<file path="config.mk">
export PLATFORM = sky130hd
export DESIGN_NAME = go_to_goal_steering_core
export DESIGN_NICKNAME = d
export VERILOG_FILES = /design/src/gtg_pkg.sv /design/src/go_to_goal_steering_core.sv /design/src/gtg_ctrl.sv /design/src/gtg_datapath.sv
export SDC_FILE = /design/constraint.sdc
export NUM_CORES = 2
export LEC_CHECK = 0
export ABC_AREA = 1
export ABC_CLOCK_PERIOD_IN_PS = 22200
export BUFFER_PORTS_ARGS = -buffer_cell sky130_fd_sc_hd__buf_4
export CAP_MARGIN = 20
export CORE_ASPECT_RATIO = 1.1
export CORE_MARGIN = 4
export CORE_UTILIZATION = 55
export CTS_CLUSTER_DIAMETER = 100
export DETAILED_ROUTE_END_ITERATION = 16
export GPL_TIMING_DRIVEN = 0
export PLACE_DENSITY = 0.72
export SYNTH_ARGS = -nofsm -noshare
export SYNTH_HDL_FRONTEND = slang
export SYNTH_HIERARCHICAL = 1
export SYNTH_SLANG_ARGS = --single-unit
</file>
<file path="constraint.sdc">
create_clock -name clk -period 22.2 [get_ports clk]
set_input_delay 4.44 -clock clk [delete_from_list [all_inputs] [get_ports clk]]
set_output_delay 4.44 -clock clk [all_outputs]
set_load 0.005 [all_outputs]
</file>
<file path="src/gtg_pkg.sv">
`timescale 1ns / 1ps

package gtg_pkg;

    typedef enum logic [2:0] {
        ST_IDLE,
        ST_ROT,
        ST_MUL,
        ST_UPD,
        ST_EMIT
    } gtg_state_t;

    typedef enum logic [2:0] {
        REG_TURN_RATE_LIMIT  = 3'd0,
        REG_FORWARD_SPEED    = 3'd1,
        REG_HEADING_GATE     = 3'd2,
        REG_REACH_THRESHOLD  = 3'd3,
        REG_REACH_HYSTERESIS = 3'd4,
        REG_POSE_TIMEOUT     = 3'd5,
        REG_GOAL_TIMEOUT     = 3'd6,
        REG_UNUSED           = 3'd7
    } gtg_reg_idx_t;

    typedef struct packed {
        logic load;
        logic step;
        logic mul;
        logic upd;
        logic emit;
    } gtg_cmd_t;

    typedef struct packed {
        logic active_now;
        logic out_busy;
    } gtg_status_t;

    localparam int GUARD_BITS = 6;
    localparam int ZW         = 24;
    localparam int EW         = 20;
    localparam logic signed [ZW-1:0] PI_Q20     = 24'sd3294199;
    localparam logic signed [EW-1:0] TWO_PI_Q13 = 20'sd51472;
    localparam logic [15:0] GAIN_Q16 = 16'd39797;
    localparam logic [14:0] RST_TURN_RATE_LIMIT  = 15'd2458;
    localparam logic [22:0] RST_FORWARD_SPEED    = 23'd205;
    localparam logic [14:0] RST_HEADING_GATE     = 15'd4096;
    localparam logic [22:0] RST_REACH_THRESHOLD  = 23'd410;
    localparam logic [22:0] RST_REACH_HYSTERESIS = 23'd410;
    localparam logic [7:0]  RST_POSE_TIMEOUT     = 8'd40;
    localparam logic [7:0]  RST_GOAL_TIMEOUT     = 8'd100;

    function automatic logic [19:0] atan_q20(input logic [4:0] i);
        logic [19:0] v;
        case (i)
            5'd0:    v = 20'd823550;
            5'd1:    v = 20'd486170;
            5'd2:    v = 20'd256879;
            5'd3:    v = 20'd130396;
            5'd4:    v = 20'd65451;
            5'd5:    v = 20'd32757;
            5'd6:    v = 20'd16383;
            5'd7:    v = 20'd8192;
            5'd8:    v = 20'd4096;
            5'd9:    v = 20'd2048;
            5'd10:   v = 20'd1024;
            5'd11:   v = 20'd512;
            5'd12:   v = 20'd256;
            5'd13:   v = 20'd128;
            5'd14:   v = 20'd64;
            5'd15:   v = 20'd32;
            5'd16:   v = 20'd16;
            5'd17:   v = 20'd8;
            5'd18:   v = 20'd4;
            5'd19:   v = 20'd2;
            5'd20:   v = 20'd1;
            default: v = 20'd0;
        endcase
        return v;
    endfunction

endpackage

</file>
<file path="src/go_to_goal_steering_core.sv">
`timescale 1ns / 1ps
// Go-to-goal steering core.
// s_* stream: one transaction per control tick. s_tuser[0] flags a new pose,
//   s_tuser[1] a new goal (takes effect on the next tick). s_tdata carries
//   robot_x, robot_y, robot_yaw, goal_x, goal_y from the lowest bit up.
// m_* stream: one transaction per tick: linear_cmd and angular_cmd in m_tdata,
//   target_reached and tracking_active in m_tuser.
// cfg_*: register writes (index 0..6), always ready; write only while idle.
// Sequencing: when tracking is active, a tick passes through the CORDIC
//   micro-rotations, then the multiply, update and output states; when idle it
//   goes straight to output. One tick is in flight at a time: a new tick is
//   not accepted until the previous result has been emitted.
// Reset clears poses, goals, countdowns and the reach state, and loads the
//   register defaults. A stalled m_tready holds the result; the block may take
//   one further tick but does not present it until the held result has gone.
module go_to_goal_steering_core
    import gtg_pkg::*;
#(
    parameter int CORDIC_STEPS = 16,
    parameter int POS_WIDTH    = 24
) (
    input  logic        clk,
    input  logic        rst_n,
    input  logic        s_tvalid,
    output logic        s_tready,
    // robot_x, robot_y, robot_yaw, goal_x, goal_y, zero padding
    input  logic [((4*POS_WIDTH+16+7)/8)*8-1:0] s_tdata,
    // pose_present, goal_present
    input  logic [1:0]  s_tuser,
    output logic        m_tvalid,
    input  logic        m_tready,
    // linear_cmd, angular_cmd, zero padding
    output logic [39:0] m_tdata,
    // target_reached, tracking_active
    output logic [1:0]  m_tuser,
    input  logic        cfg_valid,
    output logic        cfg_ready,
    input  logic [2:0]  cfg_index,
    input  logic [22:0] cfg_data
);

    localparam int P = POS_WIDTH;

    gtg_cmd_t    cmd;
    gtg_status_t status;
    logic [4:0]  step_idx;
    logic        idle;
    logic        in_fire;
    logic [22:0] linear_cmd;
    logic signed [15:0] angular_cmd;
    logic        target_reached, tracking_active;

    assign s_tready  = idle;
    assign in_fire   = s_tvalid && idle;
    assign cfg_ready = 1'b1;

    gtg_ctrl #(.CORDIC_STEPS(CORDIC_STEPS)) u_ctrl (
        .clk      (clk),
        .rst_n    (rst_n),
        .in_fire  (in_fire),
        .status   (status),
        .cmd      (cmd),
        .step_idx (step_idx),
        .idle     (idle)
    );

    gtg_datapath #(.POS_WIDTH(POS_WIDTH)) u_dp (
        .clk             (clk),
        .rst_n           (rst_n),
        .cmd             (cmd),
        .step_idx        (step_idx),
        .status          (status),
        .cfg_fire        (cfg_valid),
        .cfg_index       (cfg_index),
        .cfg_data        (cfg_data),
        .pose_present    (s_tuser[0]),
        .goal_present    (s_tuser[1]),
        .robot_x         (s_tdata[P-1:0]),
        .robot_y         (s_tdata[2*P-1:P]),
        .robot_yaw       (s_tdata[2*P+15:2*P]),
        .goal_x          (s_tdata[3*P+15:2*P+16]),
        .goal_y          (s_tdata[4*P+15:3*P+16]),
        .out_ready       (m_tready),
        .out_valid       (m_tvalid),
        .linear_cmd      (linear_cmd),
        .angular_cmd     (angular_cmd),
        .target_reached  (target_reached),
        .tracking_active (tracking_active)
    );

    assign m_tdata = {1'b0, angular_cmd, linear_cmd};
    assign m_tuser = {tracking_active, target_reached};

endmodule

</file>
<file path="src/gtg_ctrl.sv">
`timescale 1ns / 1ps

module gtg_ctrl
    import gtg_pkg::*;
#(
    parameter int CORDIC_STEPS = 16
) (
    input  logic        clk,
    input  logic        rst_n,
    input  logic        in_fire,
    input  gtg_status_t status,
    output gtg_cmd_t    cmd,
    output logic [4:0]  step_idx,
    output logic        idle
);

    localparam int CW = $clog2(CORDIC_STEPS);

    gtg_state_t state_reg, state_next;
    logic [CW-1:0] cnt_reg, cnt_next;

    always_ff @(posedge clk or negedge rst_n)
    begin
        if (!rst_n)
        begin
            state_reg <= ST_IDLE;
            cnt_reg   <= '0;
        end
        else
        begin
            state_reg <= state_next;
            cnt_reg   <= cnt_next;
        end
    end

    always_comb
    begin
        state_next = state_reg;
        cnt_next   = cnt_reg;
        case (state_reg)
            ST_IDLE:
            begin
                cnt_next = '0;
                if (in_fire)
                    state_next = status.active_now ? ST_ROT : ST_EMIT;
            end
            ST_ROT:
            begin
                cnt_next = cnt_reg + 1'b1;
                if (cnt_reg == CW'(CORDIC_STEPS - 1))
                    state_next = ST_MUL;
            end
            ST_MUL:  state_next = ST_UPD;
            ST_UPD:  state_next = ST_EMIT;
            ST_EMIT:
            begin
                if (!status.out_busy)
                    state_next = ST_IDLE;
            end
            default: state_next = ST_IDLE;
        endcase
    end

    always_comb
    begin
        cmd  = '0;
        idle = 1'b0;
        case (state_reg)
            ST_IDLE:
            begin
                idle     = 1'b1;
                cmd.load = in_fire;
            end
            ST_ROT:  cmd.step = 1'b1;
            ST_MUL:  cmd.mul  = 1'b1;
            ST_UPD:  cmd.upd  = 1'b1;
            ST_EMIT: cmd.emit = !status.out_busy;
            default: cmd = '0;
        endcase
    end

    assign step_idx = 5'(cnt_reg);

endmodule

</file>
<file path="src/gtg_datapath.sv">
`timescale 1ns / 1ps

module gtg_datapath
    import gtg_pkg::*;
#(
    parameter int POS_WIDTH = 24
) (
    input  logic                        clk,
    input  logic                        rst_n,
    input  gtg_cmd_t                    cmd,
    input  logic [4:0]                  step_idx,
    output gtg_status_t                 status,
    input  logic                        cfg_fire,
    input  logic [2:0]                  cfg_index,
    input  logic [22:0]                 cfg_data,
    input  logic                        pose_present,
    input  logic                        goal_present,
    input  logic signed [POS_WIDTH-1:0] robot_x,
    input  logic signed [POS_WIDTH-1:0] robot_y,
    input  logic signed [15:0]          robot_yaw,
    input  logic signed [POS_WIDTH-1:0] goal_x,
    input  logic signed [POS_WIDTH-1:0] goal_y,
    input  logic                        out_ready,
    output logic                        out_valid,
    output logic [22:0]                 linear_cmd,
    output logic signed [15:0]          angular_cmd,
    output logic                        target_reached,
    output logic                        tracking_active
);

    localparam int W  = POS_WIDTH + 10;
    localparam int DW = POS_WIDTH + 1;
    localparam int PW = W - 1 + 16;

    logic [14:0] turn_rate_limit_reg;
    logic [22:0] forward_speed_reg;
    logic [14:0] heading_gate_reg;
    logic [22:0] reach_threshold_reg;
    logic [22:0] reach_hysteresis_reg;
    logic [7:0]  pose_timeout_reg;
    logic [7:0]  goal_timeout_reg;

    logic signed [POS_WIDTH-1:0] robot_x_reg, robot_y_reg, goal_x_reg, goal_y_reg;
    logic signed [15:0]          yaw_reg;
    logic [7:0]                  pose_cd_reg, goal_cd_reg;
    logic [24:0]                 last_dist_reg;
    logic signed [EW-1:0]        last_err_reg;
    logic [23:0]                 thresh_reg;
    logic                        reached_reg;
    logic                        active_reg;
    logic                        zero_reg;

    logic signed [W-1:0]  x_reg, y_reg;
    logic signed [ZW-1:0] z_reg;
    logic [PW-1:0]        prod_reg;

    logic                  out_valid_reg;
    logic [22:0]           lin_reg;
    logic signed [15:0]    ang_reg;
    logic                  reached_out_reg;
    logic                  active_out_reg;

    // Tick front end
    logic [7:0]                  pose_cd_pre, pose_cd_dec, goal_cd_dec;
    logic signed [POS_WIDTH-1:0] px, py;
    logic signed [DW-1:0]        dx, dy;
    logic signed [W-1:0]         x0, y0;

    always_comb
    begin
        pose_cd_pre = pose_present ? pose_timeout_reg : pose_cd_reg;
        pose_cd_dec = (pose_cd_pre != 8'd0) ? pose_cd_pre - 8'd1 : 8'd0;
        goal_cd_dec = (goal_cd_reg != 8'd0) ? goal_cd_reg - 8'd1 : 8'd0;
        px = pose_present ? robot_x : robot_x_reg;
        py = pose_present ? robot_y : robot_y_reg;
        dx = DW'(goal_x_reg) - DW'(px);
        dy = DW'(goal_y_reg) - DW'(py);
        x0 = W'(dx) <<< GUARD_BITS;
        y0 = W'(dy) <<< GUARD_BITS;
    end

    assign status.active_now = (pose_cd_dec != 8'd0) && (goal_cd_dec > 8'd1);
    assign status.out_busy   = out_valid_reg && !out_ready;

    // CORDIC micro-rotation
    logic signed [W-1:0] xs, ys;
    logic signed [ZW-1:0] at;
    always_comb
    begin
        xs = x_reg >>> step_idx;
        ys = y_reg >>> step_idx;
        at = ZW'(signed'({1'b0, atan_q20(step_idx)}));
    end

    // Distance and heading error
    logic [W-2:0]        xpos;
    logic [63:0]         rnd;
    logic [24:0]         range_q;
    logic signed [ZW:0]  zr;
    logic signed [EW-1:0] bearing, err, alt, aerr, aalt;
    always_comb
    begin
        xpos = x_reg[W-1] ? '0 : x_reg[W-2:0];
        rnd  = (64'(prod_reg) + 64'd2097152) >> 22;
        range_q = (rnd > 64'h1FFFFFF) ? 25'h1FFFFFF : rnd[24:0];
        zr   = (ZW+1)'(z_reg) + (ZW+1)'(64);
        bearing = EW'(zr >>> 7);
        if (zero_reg)
        begin
            range_q = '0;
            bearing = '0;
        end
        err  = bearing - EW'(yaw_reg);
        alt  = (err > 0) ? err - TWO_PI_Q13 : err + TWO_PI_Q13;
        aerr = (err < 0) ? -err : err;
        aalt = (alt < 0) ? -alt : alt;
        if (aalt < aerr)
            err = alt;
    end

    // Commands
    logic signed [EW-1:0] lim, ae, angc;
    logic [22:0]          lin;
    logic signed [15:0]   ang;
    logic                 reach_now;
    always_comb
    begin
        lim  = EW'(signed'({1'b0, turn_rate_limit_reg}));
        ae   = (last_err_reg < 0) ? -last_err_reg : last_err_reg;
        angc = last_err_reg;
        if (angc > lim)
            angc = lim;
        if (angc < -lim)
            angc = -lim;
        lin = '0;
        ang = '0;
        if (active_reg && !reached_reg)
        begin
            lin = (ae < EW'(signed'({1'b0, heading_gate_reg}))) ? forward_speed_reg : '0;
            ang = angc[15:0];
        end
        reach_now = last_dist_reg < 25'(thresh_reg);
    end

    always_ff @(posedge clk or negedge rst_n)
    begin
        if (!rst_n)
        begin
            turn_rate_limit_reg  <= RST_TURN_RATE_LIMIT;
            forward_speed_reg    <= RST_FORWARD_SPEED;
            heading_gate_reg     <= RST_HEADING_GATE;
            reach_threshold_reg  <= RST_REACH_THRESHOLD;
            reach_hysteresis_reg <= RST_REACH_HYSTERESIS;
            pose_timeout_reg     <= RST_POSE_TIMEOUT;
            goal_timeout_reg     <= RST_GOAL_TIMEOUT;
            robot_x_reg   <= '0;
            robot_y_reg   <= '0;
            yaw_reg       <= '0;
            goal_x_reg    <= '0;
            goal_y_reg    <= '0;
            pose_cd_reg   <= '0;
            goal_cd_reg   <= '0;
            last_dist_reg <= '0;
            last_err_reg  <= '0;
            thresh_reg    <= 24'(RST_REACH_THRESHOLD);
            reached_reg   <= 1'b0;
            active_reg    <= 1'b0;
            zero_reg      <= 1'b0;
            out_valid_reg <= 1'b0;
        end
        else
        begin
            if (cfg_fire)
            begin
                case (gtg_reg_idx_t'(cfg_index))
                    REG_TURN_RATE_LIMIT:  turn_rate_limit_reg  <= cfg_data[14:0];
                    REG_FORWARD_SPEED:    forward_speed_reg    <= cfg_data;
                    REG_HEADING_GATE:     heading_gate_reg     <= cfg_data[14:0];
                    REG_REACH_THRESHOLD:  reach_threshold_reg  <= cfg_data;
                    REG_REACH_HYSTERESIS: reach_hysteresis_reg <= cfg_data;
                    REG_POSE_TIMEOUT:     pose_timeout_reg     <= cfg_data[7:0];
                    REG_GOAL_TIMEOUT:     goal_timeout_reg     <= cfg_data[7:0];
                    default: ;
                endcase
            end
            if (cmd.load)
            begin
                if (pose_present)
                begin
                    robot_x_reg <= robot_x;
                    robot_y_reg <= robot_y;
                    yaw_reg     <= robot_yaw;
                end
                if (goal_present)
                begin
                    goal_x_reg  <= goal_x;
                    goal_y_reg  <= goal_y;
                    goal_cd_reg <= goal_timeout_reg;
                end
                else
                    goal_cd_reg <= goal_cd_dec;
                pose_cd_reg <= pose_cd_dec;
                active_reg  <= status.active_now;
                zero_reg    <= (dx == '0) && (dy == '0);
            end
            if (cmd.upd)
            begin
                last_dist_reg <= range_q;
                last_err_reg  <= err;
            end
            if (cmd.emit)
            begin
                reached_reg <= reach_now;
                thresh_reg  <= reach_now ? 24'(reach_threshold_reg) + 24'(reach_hysteresis_reg)
                                         : 24'(reach_threshold_reg);
                out_valid_reg <= 1'b1;
            end
            else if (out_ready)
                out_valid_reg <= 1'b0;
        end
    end

    always_ff @(posedge clk)
    begin
        if (cmd.load)
        begin
            if (dx < 0)
            begin
                x_reg <= -x0;
                y_reg <= -y0;
                z_reg <= (dy >= 0) ? PI_Q20 : -PI_Q20;
            end
            else
            begin
                x_reg <= x0;
                y_reg <= y0;
                z_reg <= '0;
            end
        end
        else if (cmd.step)
        begin
            if (y_reg >= 0)
            begin
                x_reg <= x_reg + ys;
                y_reg <= y_reg - xs;
                z_reg <= z_reg + at;
            end
            else
            begin
                x_reg <= x_reg - ys;
                y_reg <= y_reg + xs;
                z_reg <= z_reg - at;
            end
        end
        if (cmd.mul)
            prod_reg <= PW'(xpos) * PW'(GAIN_Q16);
        if (cmd.emit)
        begin
            lin_reg         <= lin;
            ang_reg         <= ang;
            reached_out_reg <= reach_now;
            active_out_reg  <= active_reg;
        end
    end

    assign out_valid       = out_valid_reg;
    assign linear_cmd      = lin_reg;
    assign angular_cmd     = ang_reg;
    assign target_reached  = reached_out_reg;
    assign tracking_active = active_out_reg;

endmodule

</file>
==> impl_metrics.ini <==
[setup_path]
cpMaxStageDelayCell = clkbuf_1
cp-end-kind = flop
r2r_setup_slack_ns = 13.26
crit_path_max_fanout = 10
crit_top_cell = clkbuf_1
rr_worst_depth = 58
critPathRequiredTime_ns = 22.59
critPathLaunchType = primary input
cp_cell_sequence = clkbuf_1, clkbuf_1, clkbuf_1, clkbuf_1, a21oi_1, ha_1, inv_1, fa_1, nand3_1, nand3_1, a21oi_1, o21ai_1, a21boi_0, o21ai_1, xor2_1, nor2_1, inv_1, nor4_1, nand3_1, o21ai_1, o21ai_0, a21oi_1, nor2_1
critPathKind = primary input to flop
worstPathArrival_ns = 10.48
r2r_start = u_dp/z_reg[6]
r2r-end = u_dp/last_err_reg[15]
max_stage_delay_ns = 0.63

[cells_and_area]
fill_cells = 8229
seqCellArea_sq_mm = 0.0130
final_cell_area_sq_mm = 0.0551
drive_above_1_share_pct = 7.91
final_core_util_pct = 61.5
layout-area-overhead-vs-synth_pct = 10.6
fin_nets = 7761
multi_input_area_sq_mm = 0.0320

[timing]
clock.fmax_mhz = 99.1
rsz0062_at_grt = no
setup_violations = 0
tightest_slew_ns = 1.17
setup_tns_ns = 0
period_share_pct = 45.4
maxSlewViolCount = 0
hold_viol_final = 0
slew_headroom_pct = 22.2
fin_skew_ns = 0.0243
fin_crit_ns = 10.09

[grt]
grt_pass1_vias = 45500
grt.met3_usage_pct = 4.56
grt_pass1_wl_mm = 250
grt-busiest-layer = met2
grt_start_max_net_pins = 110
globalRouteMet1Util_pct = 40.7
grt_usage_pct = 33.5
globalRouteMet2Util_pct = 58.6
antenna_found_initial = 1
grt_overflow = 0

[clocking]
cts_hold_buf = 0
clk-insertion-delay-late_ns = 0.67
cts_buffer_depth = 3
cts_tree = built
path_clk_slew_ns = 0.06
cts-resized-gates = 0
clkSinkCount = 484
htree_levels = 2
post_cts_buffers = 0
root_buffer = clkbuf_16
numCtsBuffers = 58

[route]
routedWlPerCell_um = 20.0
drc_errors = 0
drt-vias-per-instance = 5.69
drtPass1Iterations = 6
drt_wl_total_mm = 162
vias = 46000
antenna_left = 0
drtIter0Drc = 3625

[logic_synthesis]
async_reset_ff_share_pct = 66.7
synth.top_cells.by_count = nand2_1 (1383), inv_1 (1027), o21ai_0 (671), ha_1 (491), nor2_1 (457)
yosysTopAreaCellShare_pct = 14.6
synth_area_leaders = dfrtp_1 (15%), ha_1 (12%), nand2_1 (10%)
netlist_area_sq_mm = 0.0498
synth-edff-count = 161
yosysMostFrequentCell = nand2_1
synth_cell_types = 72
synthesis.nets = 7480
syn_avg_cell_area_sq_um = 7.55
syn-instance-count = 6598
synth_seq_cells = 484
yosysTopAreaCell = dfrtp_1
yosys_warnings = 6
ys.flop_type = dfrtp_1
ys_seq_area_share_pct = 26.0

[floorplanning]
die_w_um = 295
ios = 190
core_region_area_sq_mm = 0.0896
placementRows = 115
dieArea_sq_mm = 0.0955
start_util_pct = 55.6
die_h_um = 324

[min_path]
min_to = u_dp/tracking_active
hp-class = flop to flop
hold_depth = 0
hp-start = u_dp/active_reg

[placement]
placed_cell_area_sq_mm = 0.0530
io_buffers = 185
dp_hpwl_mm = 133
gp_congestion = 1.04

[status]
status = complete, no violations

[run]
max_cap_violations = 0
[logic make-up (layout without fill, tap and decap cells)]
| group | count (synthesis) | count (layout) | synth area share (%) |
|---|---|---|---|
| compound gates | 1388 | 1388 | 15.2 |
| xor+xnor | 293 | 293 | 5.22 |
| fa+ha+maj | 737 | 737 | 22.2 |
| buf+inv | 1255 | 1582 | 9.74 |
| flops | 484 | 484 | 26.0 |
| mux | 87 | 87 | 1.87 |
| other cells | 5 | 6 | 0.0377 |
| simple gates | 2349 | 2349 | 19.7 |
[worst max-delay path, delay by kind of cell]
| kind | cells | cell delay [ns] |
|---|---|---|
| AO/OA/AOI/OAI | 8 | 2.15 |
| XOR/XNOR | 1 | 0.16 |
| buffers and inverters | 6 | 2.22 |
| adder cells (fa/ha/maj) | 2 | 0.43 |
| AND/OR/NAND/NOR | 6 | 1.05 |
[layout make-up]
class / instances / share of cell area, %
Clock inverter: 30 / 0.656
Clock buffer: 76 / 2.96
Timing Repair Buffer: 221 / 3.30
Tap cell: 1170 / 2.66
Buffer: 208 / 1.67
Antenna cell: 1 / 0.00454
Sequential cell: 484 / 23.5
Inverter: 1047 / 7.13
Multi-Input combinational cell: 4859 / 58.1
[routing by layer]
layer	share of wire (%)	up-vias
li1	-	22200
met1	40	21900
met2	49	1511
met3	5.8	408
met4	6.0	0
met5	0	-
[through the flow]
step	hold slack (ns)	instances	setup slack [ns]
2_1_floorplan	0.425	6598	12.83
4_1_cts	0.462	8086	12.25
5_1_grt	0.481	8095	11.66
3_5_place_dp	0.447	7980	11.56
6_report	0.468	8096	12.11
3_3_place_gp	0.431	7953	10.34
[worst max path at each step]
stage                from             endpoint
6_report       s_tuser[0]       u_dp/x_reg[27]
5_1_grt        s_tuser[0]       u_dp/x_reg[27]
4_1_cts        s_tuser[0]       u_dp/x_reg[27]
3_5_place_dp   s_tuser[0]       u_dp/x_reg[27]
3_3_place_gp     m_tready   u_dp/thresh_reg[1]
2_1_floorplan    m_tready  u_dp/thresh_reg[19]
[cell usage in the layout, fill, tap and decap left out, types with 32 or more instances in the layout]
master	count
o211ai_1	47
xnor2_1	79
inv_1	1027
nand2_1	1383
o21ai_0	671
fa_1	246
mux2i_1	40
clkbuf_16	61
ha_1	491
dfstp_2	32
nand4_1	49
nand3_1	241
a31oi_1	39
nor3_1	85
nor2_1	455
dfrtp_1	291
xor2_1	211
edfxtp_1	161
mux2_2	47
clkbuf_1	146
buf_4	211
o21ai_1	43
a21oi_1	420
Power is left out: the tool's default activity adds up to more than one toggle a clock period on the data nets, which glitch-free logic cannot reach.
